## src/design/dltq_pkg.sv

```systemverilog
// shared types and constants for the delta list timeout queue
// no dependencies

package dltq_pkg;

   localparam int ID_W     = 16;
   localparam int OWNER_W  = 8;
   localparam int DELTA_W  = 24;
   localparam int TICK_W   = 16;
   localparam int CMD_W    = 2;
   localparam int STATUS_W = 3;

   localparam logic [TICK_W-1:0] TICK_RESET = 16'd10;

   // register index of tick_interval on the csr port
   localparam logic REG_TICK = 1'b0;

   localparam logic [CMD_W-1:0] CMD_TICK       = 2'd0;
   localparam logic [CMD_W-1:0] CMD_SCHEDULE   = 2'd1;
   localparam logic [CMD_W-1:0] CMD_UNSCHEDULE = 2'd2;

   localparam logic [STATUS_W-1:0] ST_NONE      = 3'd0;
   localparam logic [STATUS_W-1:0] ST_EXPIRED   = 3'd1;
   localparam logic [STATUS_W-1:0] ST_SCHEDULED = 3'd2;
   localparam logic [STATUS_W-1:0] ST_REMOVED   = 3'd3;
   localparam logic [STATUS_W-1:0] ST_NOT_FOUND = 3'd4;
   localparam logic [STATUS_W-1:0] ST_FULL      = 3'd5;

   typedef struct packed {
      logic [ID_W-1:0]    id;
      logic [OWNER_W-1:0] owner;
      logic [DELTA_W-1:0] delta;
   } entry_type;

   typedef struct packed {
      logic      en;
      entry_type data;
   } mem_wr_type;

endpackage

```

## src/design/dltq_mem.sv

```systemverilog
// entry memory of the delta list: one write port, one read port, registered read
// depends on dltq_pkg

module dltq_mem
   import dltq_pkg::*;
#(
   parameter int QUEUE_DEPTH = 16
) (
   input  logic                                       clock,
   input  logic [((QUEUE_DEPTH > 1) ? $clog2(QUEUE_DEPTH) : 1)-1:0] rd_addr,
   output entry_type                                  rd_data,
   input  logic [((QUEUE_DEPTH > 1) ? $clog2(QUEUE_DEPTH) : 1)-1:0] wr_addr,
   input  mem_wr_type                                 wr
);

   entry_type mem_ff [QUEUE_DEPTH];
   entry_type rd_data_ff;

   always_ff @(posedge clock) begin
      if (wr.en) begin
         mem_ff[wr_addr] <= wr.data;
      end
      rd_data_ff <= mem_ff[rd_addr];
   end

   assign rd_data = rd_data_ff;

endmodule

```

## src/design/dltq_ctrl.sv

```systemverilog
// sequencer of the delta list: walks, shifts and repairs entries through the memory,
// holds the entry count and the result register; depends on dltq_pkg

module dltq_ctrl
   import dltq_pkg::*;
#(
   parameter int QUEUE_DEPTH = 16
) (
   input  logic                  clock,
   input  logic                  reset,
   input  logic [TICK_W-1:0]     tick_interval,
   input  logic                  req_valid,
   output logic                  req_ready,
   input  logic [CMD_W-1:0]      req_cmd,
   input  logic [ID_W-1:0]       req_timeout_id,
   input  logic [OWNER_W-1:0]    req_owner,
   input  logic [DELTA_W-1:0]    req_interval,
   output logic                  rsp_valid,
   input  logic                  rsp_ready,
   output logic [STATUS_W-1:0]   rsp_status,
   output logic [ID_W-1:0]       rsp_expired_id,
   output logic [OWNER_W-1:0]    rsp_expired_owner,
   output logic [((QUEUE_DEPTH > 1) ? $clog2(QUEUE_DEPTH) : 1)-1:0] mem_rd_addr,
   input  entry_type             mem_rd_data,
   output logic [((QUEUE_DEPTH > 1) ? $clog2(QUEUE_DEPTH) : 1)-1:0] mem_wr_addr,
   output mem_wr_type            mem_wr
);

   localparam int AW = (QUEUE_DEPTH > 1) ? $clog2(QUEUE_DEPTH) : 1;
   localparam int CW = $clog2(QUEUE_DEPTH + 1);
   localparam logic [CW-1:0] DEPTH_C = CW'(QUEUE_DEPTH);

   typedef enum logic [7:0] {
      S_IDLE = 8'b0000_0001,
      S_HEAD = 8'b0000_0010,
      S_WALK = 8'b0000_0100,
      S_FIND = 8'b0000_1000,
      S_SHUP = 8'b0001_0000,
      S_SHDN = 8'b0010_0000,
      S_PUT  = 8'b0100_0000,
      S_FIN  = 8'b1000_0000
   } state_type;

   state_type            state_ff, state_in;
   logic [CW-1:0]        count_ff, count_in;
   logic [CW-1:0]        idx_ff, idx_in;
   logic [CW-1:0]        pos_ff, pos_in;
   logic [DELTA_W-1:0]   rem_ff, rem_in;
   logic [DELTA_W-1:0]   gone_ff, gone_in;
   logic                 fix_ff, fix_in;
   logic [ID_W-1:0]      id_ff, id_in;
   logic [OWNER_W-1:0]   owner_ff, owner_in;
   logic [STATUS_W-1:0]  res_status_ff, res_status_in;
   logic [ID_W-1:0]      res_id_ff, res_id_in;
   logic [OWNER_W-1:0]   res_owner_ff, res_owner_in;
   logic                 rsp_valid_ff, rsp_valid_in;
   logic [STATUS_W-1:0]  rsp_status_ff, rsp_status_in;
   logic [ID_W-1:0]      rsp_id_ff, rsp_id_in;
   logic [OWNER_W-1:0]   rsp_owner_ff, rsp_owner_in;

   logic [CW-1:0]        rd_idx;
   logic [CW-1:0]        wr_idx;
   logic                 wr_en;
   entry_type            wr_data;
   logic [CW-1:0]        idx_nxt;
   logic [CW-1:0]        idx_prv;
   logic [CW-1:0]        idx_nn;
   logic [DELTA_W-1:0]   tick_ext;
   logic [DELTA_W-1:0]   head_val;
   logic [DELTA_W:0]     rep_sum;
   logic [DELTA_W-1:0]   rep_val;
   logic                 match;
   logic                 out_free;

   assign idx_nxt  = idx_ff + 1'b1;
   assign idx_prv  = idx_ff - 1'b1;
   assign idx_nn   = idx_ff + CW'(2);
   assign tick_ext = DELTA_W'(tick_interval);
   assign head_val = (mem_rd_data.delta > tick_ext) ? (mem_rd_data.delta - tick_ext)
                                                    : '0;
   assign rep_sum  = {1'b0, mem_rd_data.delta} + {1'b0, gone_ff};
   assign rep_val  = rep_sum[DELTA_W] ? '1 : rep_sum[DELTA_W-1:0];
   assign match    = (mem_rd_data.id == id_ff) && (mem_rd_data.owner == owner_ff);
   assign out_free = !rsp_valid_ff || rsp_ready;
   assign req_ready = (state_ff == S_IDLE);

   always_comb begin
      state_in      = state_ff;
      count_in      = count_ff;
      idx_in        = idx_ff;
      pos_in        = pos_ff;
      rem_in        = rem_ff;
      gone_in       = gone_ff;
      fix_in        = fix_ff;
      id_in         = id_ff;
      owner_in      = owner_ff;
      res_status_in = res_status_ff;
      res_id_in     = res_id_ff;
      res_owner_in  = res_owner_ff;
      rsp_valid_in  = rsp_valid_ff && !rsp_ready;
      rsp_status_in = rsp_status_ff;
      rsp_id_in     = rsp_id_ff;
      rsp_owner_in  = rsp_owner_ff;
      rd_idx        = '0;
      wr_idx        = '0;
      wr_en         = 1'b0;
      wr_data       = mem_rd_data;

      unique case (state_ff)
         S_IDLE: begin
            if (req_valid) begin
               id_in        = req_timeout_id;
               owner_in     = req_owner;
               rem_in       = req_interval;
               idx_in       = '0;
               fix_in       = 1'b0;
               res_id_in    = '0;
               res_owner_in = '0;
               unique case (req_cmd)
                  CMD_TICK: begin
                     if (count_ff == '0) begin
                        res_status_in = ST_NONE;
                        state_in      = S_FIN;
                     end else begin
                        state_in = S_HEAD;
                     end
                  end
                  CMD_SCHEDULE: begin
                     if (count_ff == DEPTH_C) begin
                        res_status_in = ST_FULL;
                        state_in      = S_FIN;
                     end else begin
                        state_in = S_WALK;
                     end
                  end
                  CMD_UNSCHEDULE: begin
                     if (count_ff == '0) begin
                        res_status_in = ST_NOT_FOUND;
                        state_in      = S_FIN;
                     end else begin
                        state_in = S_FIND;
                     end
                  end
                  default: begin
                     res_status_in = ST_NONE;
                     state_in      = S_FIN;
                  end
               endcase
            end
         end
         S_HEAD: begin
            if (head_val != '0) begin
               wr_en         = 1'b1;
               wr_idx        = '0;
               wr_data.delta = head_val;
               res_status_in = ST_NONE;
               state_in      = S_FIN;
            end else begin
               res_status_in = ST_EXPIRED;
               res_id_in     = mem_rd_data.id;
               res_owner_in  = mem_rd_data.owner;
               if (count_ff > CW'(1)) begin
                  idx_in   = '0;
                  rd_idx   = CW'(1);
                  fix_in   = 1'b0;
                  state_in = S_SHDN;
               end else begin
                  count_in = count_ff - 1'b1;
                  state_in = S_FIN;
               end
            end
         end
         S_SHDN: begin
            wr_en  = 1'b1;
            wr_idx = idx_ff;
            if (fix_ff) begin
               wr_data.delta = rep_val;
            end
            fix_in = 1'b0;
            if (idx_nn < count_ff) begin
               idx_in = idx_nxt;
               rd_idx = idx_nn;
            end else begin
               count_in = count_ff - 1'b1;
               state_in = S_FIN;
            end
         end
         S_FIND: begin
            if (match) begin
               res_status_in = ST_REMOVED;
               if (idx_nxt < count_ff) begin
                  gone_in  = mem_rd_data.delta;
                  fix_in   = 1'b1;
                  rd_idx   = idx_nxt;
                  state_in = S_SHDN;
               end else begin
                  count_in = count_ff - 1'b1;
                  state_in = S_FIN;
               end
            end else if (idx_nxt < count_ff) begin
               idx_in = idx_nxt;
               rd_idx = idx_nxt;
            end else begin
               res_status_in = ST_NOT_FOUND;
               state_in      = S_FIN;
            end
         end
         S_WALK: begin
            if ((idx_ff < count_ff) && (mem_rd_data.delta <= rem_ff)) begin
               rem_in = rem_ff - mem_rd_data.delta;
               idx_in = idx_nxt;
               rd_idx = idx_nxt;
            end else begin
               pos_in = idx_ff;
               if (idx_ff == count_ff) begin
                  state_in = S_PUT;
               end else begin
                  idx_in   = count_ff - 1'b1;
                  rd_idx   = count_ff - 1'b1;
                  state_in = S_SHUP;
               end
            end
         end
         S_SHUP: begin
            wr_en  = 1'b1;
            wr_idx = idx_nxt;
            if (idx_ff == pos_ff) begin
               wr_data.delta = mem_rd_data.delta - rem_ff;
               state_in      = S_PUT;
            end else begin
               idx_in = idx_prv;
               rd_idx = idx_prv;
            end
         end
         S_PUT: begin
            wr_en         = 1'b1;
            wr_idx        = pos_ff;
            wr_data       = '{id: id_ff, owner: owner_ff, delta: rem_ff};
            count_in      = count_ff + 1'b1;
            res_status_in = ST_SCHEDULED;
            state_in      = S_FIN;
         end
         S_FIN: begin
            if (out_free) begin
               rsp_valid_in  = 1'b1;
               rsp_status_in = res_status_ff;
               rsp_id_in     = res_id_ff;
               rsp_owner_in  = res_owner_ff;
               state_in      = S_IDLE;
            end
         end
         default: begin
            state_in = S_IDLE;
         end
      endcase
   end

   always_ff @(posedge clock) begin
      if (reset) begin
         state_ff     <= S_IDLE;
         count_ff     <= '0;
         rsp_valid_ff <= 1'b0;
      end else begin
         state_ff     <= state_in;
         count_ff     <= count_in;
         rsp_valid_ff <= rsp_valid_in;
      end
   end

   always_ff @(posedge clock) begin
      idx_ff        <= idx_in;
      pos_ff        <= pos_in;
      rem_ff        <= rem_in;
      gone_ff       <= gone_in;
      fix_ff        <= fix_in;
      id_ff         <= id_in;
      owner_ff      <= owner_in;
      res_status_ff <= res_status_in;
      res_id_ff     <= res_id_in;
      res_owner_ff  <= res_owner_in;
      rsp_status_ff <= rsp_status_in;
      rsp_id_ff     <= rsp_id_in;
      rsp_owner_ff  <= rsp_owner_in;
   end

   assign rsp_valid         = rsp_valid_ff;
   assign rsp_status        = rsp_status_ff;
   assign rsp_expired_id    = rsp_id_ff;
   assign rsp_expired_owner = rsp_owner_ff;
   assign mem_rd_addr       = rd_idx[AW-1:0];
   assign mem_wr_addr       = wr_idx[AW-1:0];
   assign mem_wr            = '{en: wr_en, data: wr_data};

   a_accept_leaves_idle: assert property (@(posedge clock) disable iff (reset)
      req_valid && req_ready |=> state_ff != S_IDLE)
      else $error("accepted item did not start processing");

   a_write_in_list: assert property (@(posedge clock) disable iff (reset)
      mem_wr.en |-> wr_idx <= count_ff)
      else $error("memory write beyond the live list");

   a_full_refusal: assert property (@(posedge clock) disable iff (reset)
      state_ff == S_FIN && res_status_ff == ST_FULL |-> count_ff == DEPTH_C)
      else $error("schedule refused while table not full");

   a_expired_fields: assert property (@(posedge clock) disable iff (reset)
      rsp_valid_ff && rsp_status_ff != ST_EXPIRED |->
         rsp_id_ff == '0 && rsp_owner_ff == '0)
      else $error("expired fields set on a non-expiry result");

endmodule

```

## src/design/delta_list_timeout_queue_top.sv

```systemverilog
// Timeout queue kept as a sorted delta list in a single entry memory with registered
// read. One item is processed at a time and every command returns exactly one result
// item. All work goes through one memory read and at most one memory write per cycle.
// A tick reads the head and lowers its delta by tick_interval; when the head expires
// the list is shifted down. A tick on an empty list, an unused command, an unschedule
// on an empty list and a refused schedule go straight to the result. A schedule walks
// to the insert point, then shifts the tail up; an unschedule searches, then shifts
// down with successor repair. Before returning to idle the block waits while the
// previous result is still held in the output register by the receiver.
// The finished result sits in an output register, so the next item is accepted while
// it waits. tick_interval is register 0 on the csr port (reset value 10).
// depends on dltq_pkg, dltq_mem and dltq_ctrl

module delta_list_timeout_queue_top
   import dltq_pkg::*;
#(
   parameter int QUEUE_DEPTH = 16
) (
   input  logic                 clock,
   input  logic                 reset,
   input  logic                 req_valid,
   output logic                 req_ready,
   input  logic [CMD_W-1:0]     req_cmd,
   input  logic [ID_W-1:0]      req_timeout_id,
   input  logic [OWNER_W-1:0]   req_owner,
   input  logic [DELTA_W-1:0]   req_interval,
   output logic                 rsp_valid,
   input  logic                 rsp_ready,
   output logic [STATUS_W-1:0]  rsp_status,
   output logic [ID_W-1:0]      rsp_expired_id,
   output logic [OWNER_W-1:0]   rsp_expired_owner,
   input  logic                 psel,
   input  logic                 penable,
   input  logic                 pwrite,
   input  logic [2:0]           paddr,
   input  logic [31:0]          pwdata,
   output logic [31:0]          prdata,
   output logic                 pready
);

   localparam int AW = (QUEUE_DEPTH > 1) ? $clog2(QUEUE_DEPTH) : 1;

   logic [TICK_W-1:0] tick_ff, tick_in;
   logic              csr_wr;
   logic [AW-1:0]     rd_addr;
   logic [AW-1:0]     wr_addr;
   entry_type         rd_data;
   mem_wr_type        wr;

   assign pready = 1'b1;
   assign csr_wr = psel && penable && pwrite && pready;
   assign tick_in = (csr_wr && (paddr[2] == REG_TICK)) ? pwdata[TICK_W-1:0] : tick_ff;
   assign prdata = (paddr[2] == REG_TICK) ? 32'(tick_ff) : '0;

   always_ff @(posedge clock) begin
      if (reset) begin
         tick_ff <= TICK_RESET;
      end else begin
         tick_ff <= tick_in;
      end
   end

   dltq_mem #(
      .QUEUE_DEPTH (QUEUE_DEPTH)
   ) u_mem (
      .clock   (clock),
      .rd_addr (rd_addr),
      .rd_data (rd_data),
      .wr_addr (wr_addr),
      .wr      (wr)
   );

   dltq_ctrl #(
      .QUEUE_DEPTH (QUEUE_DEPTH)
   ) u_ctrl (
      .clock             (clock),
      .reset             (reset),
      .tick_interval     (tick_ff),
      .req_valid         (req_valid),
      .req_ready         (req_ready),
      .req_cmd           (req_cmd),
      .req_timeout_id    (req_timeout_id),
      .req_owner         (req_owner),
      .req_interval      (req_interval),
      .rsp_valid         (rsp_valid),
      .rsp_ready         (rsp_ready),
      .rsp_status        (rsp_status),
      .rsp_expired_id    (rsp_expired_id),
      .rsp_expired_owner (rsp_expired_owner),
      .mem_rd_addr       (rd_addr),
      .mem_rd_data       (rd_data),
      .mem_wr_addr       (wr_addr),
      .mem_wr            (wr)
   );

endmodule
```

## config.mk

```make
export PLATFORM = sky130hd
export DESIGN_NAME = delta_list_timeout_queue_top
export DESIGN_NICKNAME = d
export VERILOG_FILES = /design/src/design/dltq_pkg.sv /design/src/design/dltq_mem.sv /design/src/design/dltq_ctrl.sv /design/src/design/delta_list_timeout_queue_top.sv
export SDC_FILE = /design/constraint.sdc
export NUM_CORES = 2
export LEC_CHECK = 0
export BUFFER_PORTS_ARGS = -buffer_cell sky130_fd_sc_hd__buf_4
export CELL_PAD_IN_SITES_DETAIL_PLACEMENT = 1
export CELL_PAD_IN_SITES_GLOBAL_PLACEMENT = 2
export CORE_UTILIZATION = 45
export DETAILED_ROUTE_END_ITERATION = 8
export GPL_ROUTABILITY_DRIVEN = 0
export PLACE_DENSITY_LB_ADDON = 0.1
export SYNTH_ARGS = -nofsm -noshare
export SYNTH_HDL_FRONTEND = slang
export SYNTH_SLANG_ARGS = --single-unit
```

## constraint.sdc

```tcl
create_clock -name clock -period 6.65 [get_ports clock]
set_input_delay 0.665 -clock clock [delete_from_list [all_inputs] [get_ports clock]]
set_output_delay 0.665 -clock clock [all_outputs]
set_load 0.05 [all_outputs]
```

==> impl_metrics.ini <==
[finish]
fin_util_pct = 52.0
syn_to_final_growth_pct = 14.4
nNetsFinal = 3630
nFillCells = 9499
drive_above_1_share_pct = 12.9
layout.cells.non_filler = 4784
design_area_sq_um = 50300
antenna_cells = 0

[setup_path]
arrival_ns = 6.13
ff2ff_path_depth = 15
critPathMaxFanout = 36
path_cells = ha_1 -> nand3_1 -> xnor2_1 -> ha_1 -> o2111ai_1 -> and3_2 -> a221o_1 -> a22o_1 -> or4b_1 -> nor2b_1 -> and2_4 -> buf_12 -> a222oi_1 -> mux2i_1 -> or4_1
rrSetupSlack_ns = 1.07
cp-end-kind = register
cp-start-kind = register
rr_startpoint = u_ctrl.idx_ff[1]
worstSetupPathType = register to register
slowest_delay_ns = 0.78
rr_endpoint = u_mem.rd_data[31]
slowest_stage = or4b_1
crit_top_cell = ha_1
cp.required_ns = 7.20

[sta]
setup_viol_count_final = 0
holdWs_ns = 0.154
slew_viol_final = 0
rsz0062_at_grt = no
slew_headroom_pct = 8.28
min_period_over_period_pct = 84.0
fin_crit_ns = 5.58
setup_slack_ns = 1.07
tns_ns = 0
final-hold-violation-count = 0
clock_skew_ns = 0.0518
maxClockFrequency_mhz = 179
tightestPinTransition_ns = 1.38

[logic_synthesis]
syn_inst = 3265
netlist_area_sq_um = 43900
synth_edf_count = 905
seq_area_frac_synth_pct = 65.4
avgSynthCellArea_sq_um = 13.5
async_flop_share_pct = 0
synth_warnings = 0
synth_flop_cell = edfxtp_1
synth-seq-cells = 983
synth_cell_types = 93

[global_route]
gr-total-overflow = 0
grt_usage_pct = 26.6
antenna_found_initial = 3
grt_pass1_wl_microns = 195000
grt_pass1_vias = 30357
grt_max_degree = 97

[power_and_ir_drop]
powerDensity_nw_per_um2 = 359
irDropWorstVdd_v = 0.000244
leakagePower_nw = 18.8
finalPower_mw = 18.0

[place]
io_buffers = 118
preCtsSetupSlack_ns = 1.10
dp_hpwl_microns = 84500
placed_area_sq_um = 46800
dp_cells = 4592

[clock_tree]
cts_setup_buffers = 0
clk_pin_slew_worst_paths_ns = 0.06
cts_resized = 0
cts_made_buffers = 102
clk_latency_ns = 0.70
cts_root_buf = clkbuf_16
cts.sinks = 983
cts_hold_buf = 0
cts_htree_levels = 3
cts_tree = done
clk_path_buf_depth = 3

[min_path]
hp-class = primary input to register
min_from = req_owner[2]
whs_path_depth = 1
hold_path_end = u_ctrl.owner_ff[2]

[floorplanning]
num_rows = 114
die_w_microns = 314
start_util_pct = 45.4
die-area_sq_um = 98900
top_level_ports = 154
die_height_microns = 314
coreArea_sq_um = 96700

[drt]
wl_per_cell_microns = 27.6
drc = 0
vias_per_cell = 6.03
drtAntennaViolNets = 0
drtPass1Iterations = 6
vias = 28853
drtIter0Drc = 2718
routed_wirelength_microns = 132000

[status]
status = complete, no violations

[flow_run]
maxCapViolations = 0
-- layout by cell type (no fill, tap or decap), types with 17 or more instances in the layout --
cell / n
edfxtp_1: 905
nand2_1: 371
mux2i_1: 226
buf_4: 201
a21oi_1: 170
ha_1: 114
nor2_1: 102
clkbuf_16: 102
o22ai_1: 100
inv_1: 97
o21ai_0: 91
dfxtp_1: 78
xnor2_1: 73
a222oi_1: 72
a21o_1: 57
nand3_1: 44
and2_1: 41
or4_1: 40
xor2_1: 37
nand4_1: 28
nand2b_1: 26
a211oi_1: 26
clkinv_2: 23
buf_12: 23
o211ai_1: 22
a22o_1: 20
clkbuf_1: 20
nor3_1: 17
conb_1: 17
-- worst max-delay path: cells and delay by family (launching register included) --
kind / cells / cell delay (ns)
xor+xnor: 1 / 0.37
compound gates: 4 / 1.04
simple gates: 6 / 2.29
flops: 1 / 0.63
buf+inv: 1 / 0.25
mux: 1 / 0.18
fa+ha+maj: 2 / 0.67
-- cells by family (layout without fill, tap and decap cells) --
kind of cell             count (synthesis)  in the layout  synth area share, %
AND/OR/NAND/NOR                        792            792                 8.62
buffers and inverters                  286            514                 3.16
multiplexers                           230            230                 5.25
adder cells (fa/ha/maj)                118            118                 3.43
flip-flops                             983            983                 65.4
other                                    2             17               0.0171
AO/OA/AOI/OAI                          744            744                 11.9
XOR/XNOR                               110            110                 2.19
-- layout make-up --
class	count	area [sq um]	share of cell area [%]
well taps	1276	1600	3.18
clock inverters	59	726	1.44
multi-input cells	2011	14100	28.0
repair buffers	224	1970	3.92
inverters	98	368	0.732
clock buffers	133	2780	5.53
flip-flops and latches	983	28700	57.2
-- layer usage --
| metal | vias to the layer above | wire length, microns | part of all wire [%] | global-route usage, % |
|---|---|---|---|---|
| met5 | - | 13 | 0.0098 | 0 |
| met4 | 2 | 3930 | 3.0 | 8.10 |
| met3 | 213 | 6850 | 5.2 | 2.92 |
| met2 | 872 | 63900 | 48 | 44.9 |
| met1 | 14877 | 57400 | 43 | 36.2 |
| li1 | 12889 | - | - | - |
-- flip-flops by register name, summed over array words and instances (netlist names), 16 cells and up --
| register | count |
|---|---|
| u_ctrl.rsp_expired_id | 16 |
| u_mem.mem_ff | 768 |
| u_ctrl.rem_ff | 24 |
| u_ctrl.id_ff | 16 |
| u_ctrl.res_id_ff | 16 |
| u_mem.rd_data | 48 |
| u_ctrl.gone_ff | 24 |
| tick_ff | 16 |
-- worst max path at each step --
stage,start,end
global placement,u_ctrl.idx_ff[1],u_mem.rd_data[39]
floorplan,u_mem.rd_data[1],u_mem.mem_ff[12][0]
CTS,u_ctrl.idx_ff[1],u_mem.rd_data[31]
finish,u_ctrl.idx_ff[1],u_mem.rd_data[31]
detailed placement,u_ctrl.idx_ff[1],u_mem.rd_data[31]
global route,u_ctrl.idx_ff[0],u_mem.rd_data[31]
-- synthesized netlist by cell type (24+ instances only) --
cell type / number / area, sq um
dfxtp_1: 78 / 1560
nand4_1: 28 / 175
clkbuf_1: 102 / 383
o22ai_1: 100 / 626
nand3_1: 45 / 225
and2_1: 42 / 263
edfxtp_1: 905 / 27200
buf_2: 24 / 120
inv_1: 97 / 364
nor2_1: 119 / 447
nand2_1: 373 / 1400
mux2i_1: 226 / 2260
a222oi_1: 72 / 721
or4_1: 40 / 300
buf_4: 32 / 240
xnor2_1: 73 / 639
xor2_1: 37 / 324
a21oi_1: 171 / 856
ha_1: 114 / 1430
nand2b_1: 27 / 169
a21o_1: 57 / 428
o21ai_0: 91 / 455
a211oi_1: 27 / 203
-- power by group --
part / switching, mW / leakage (nW) / internal, mW
logic: 2.81 / 8.23 / 1.50
clock network: 2.45 / 1.72 / 3.47
registers: 0.321 / 8.86 / 7.48
total: 5.58 / 18.8 / 12.4
Power figures use the tool's default switching activity.
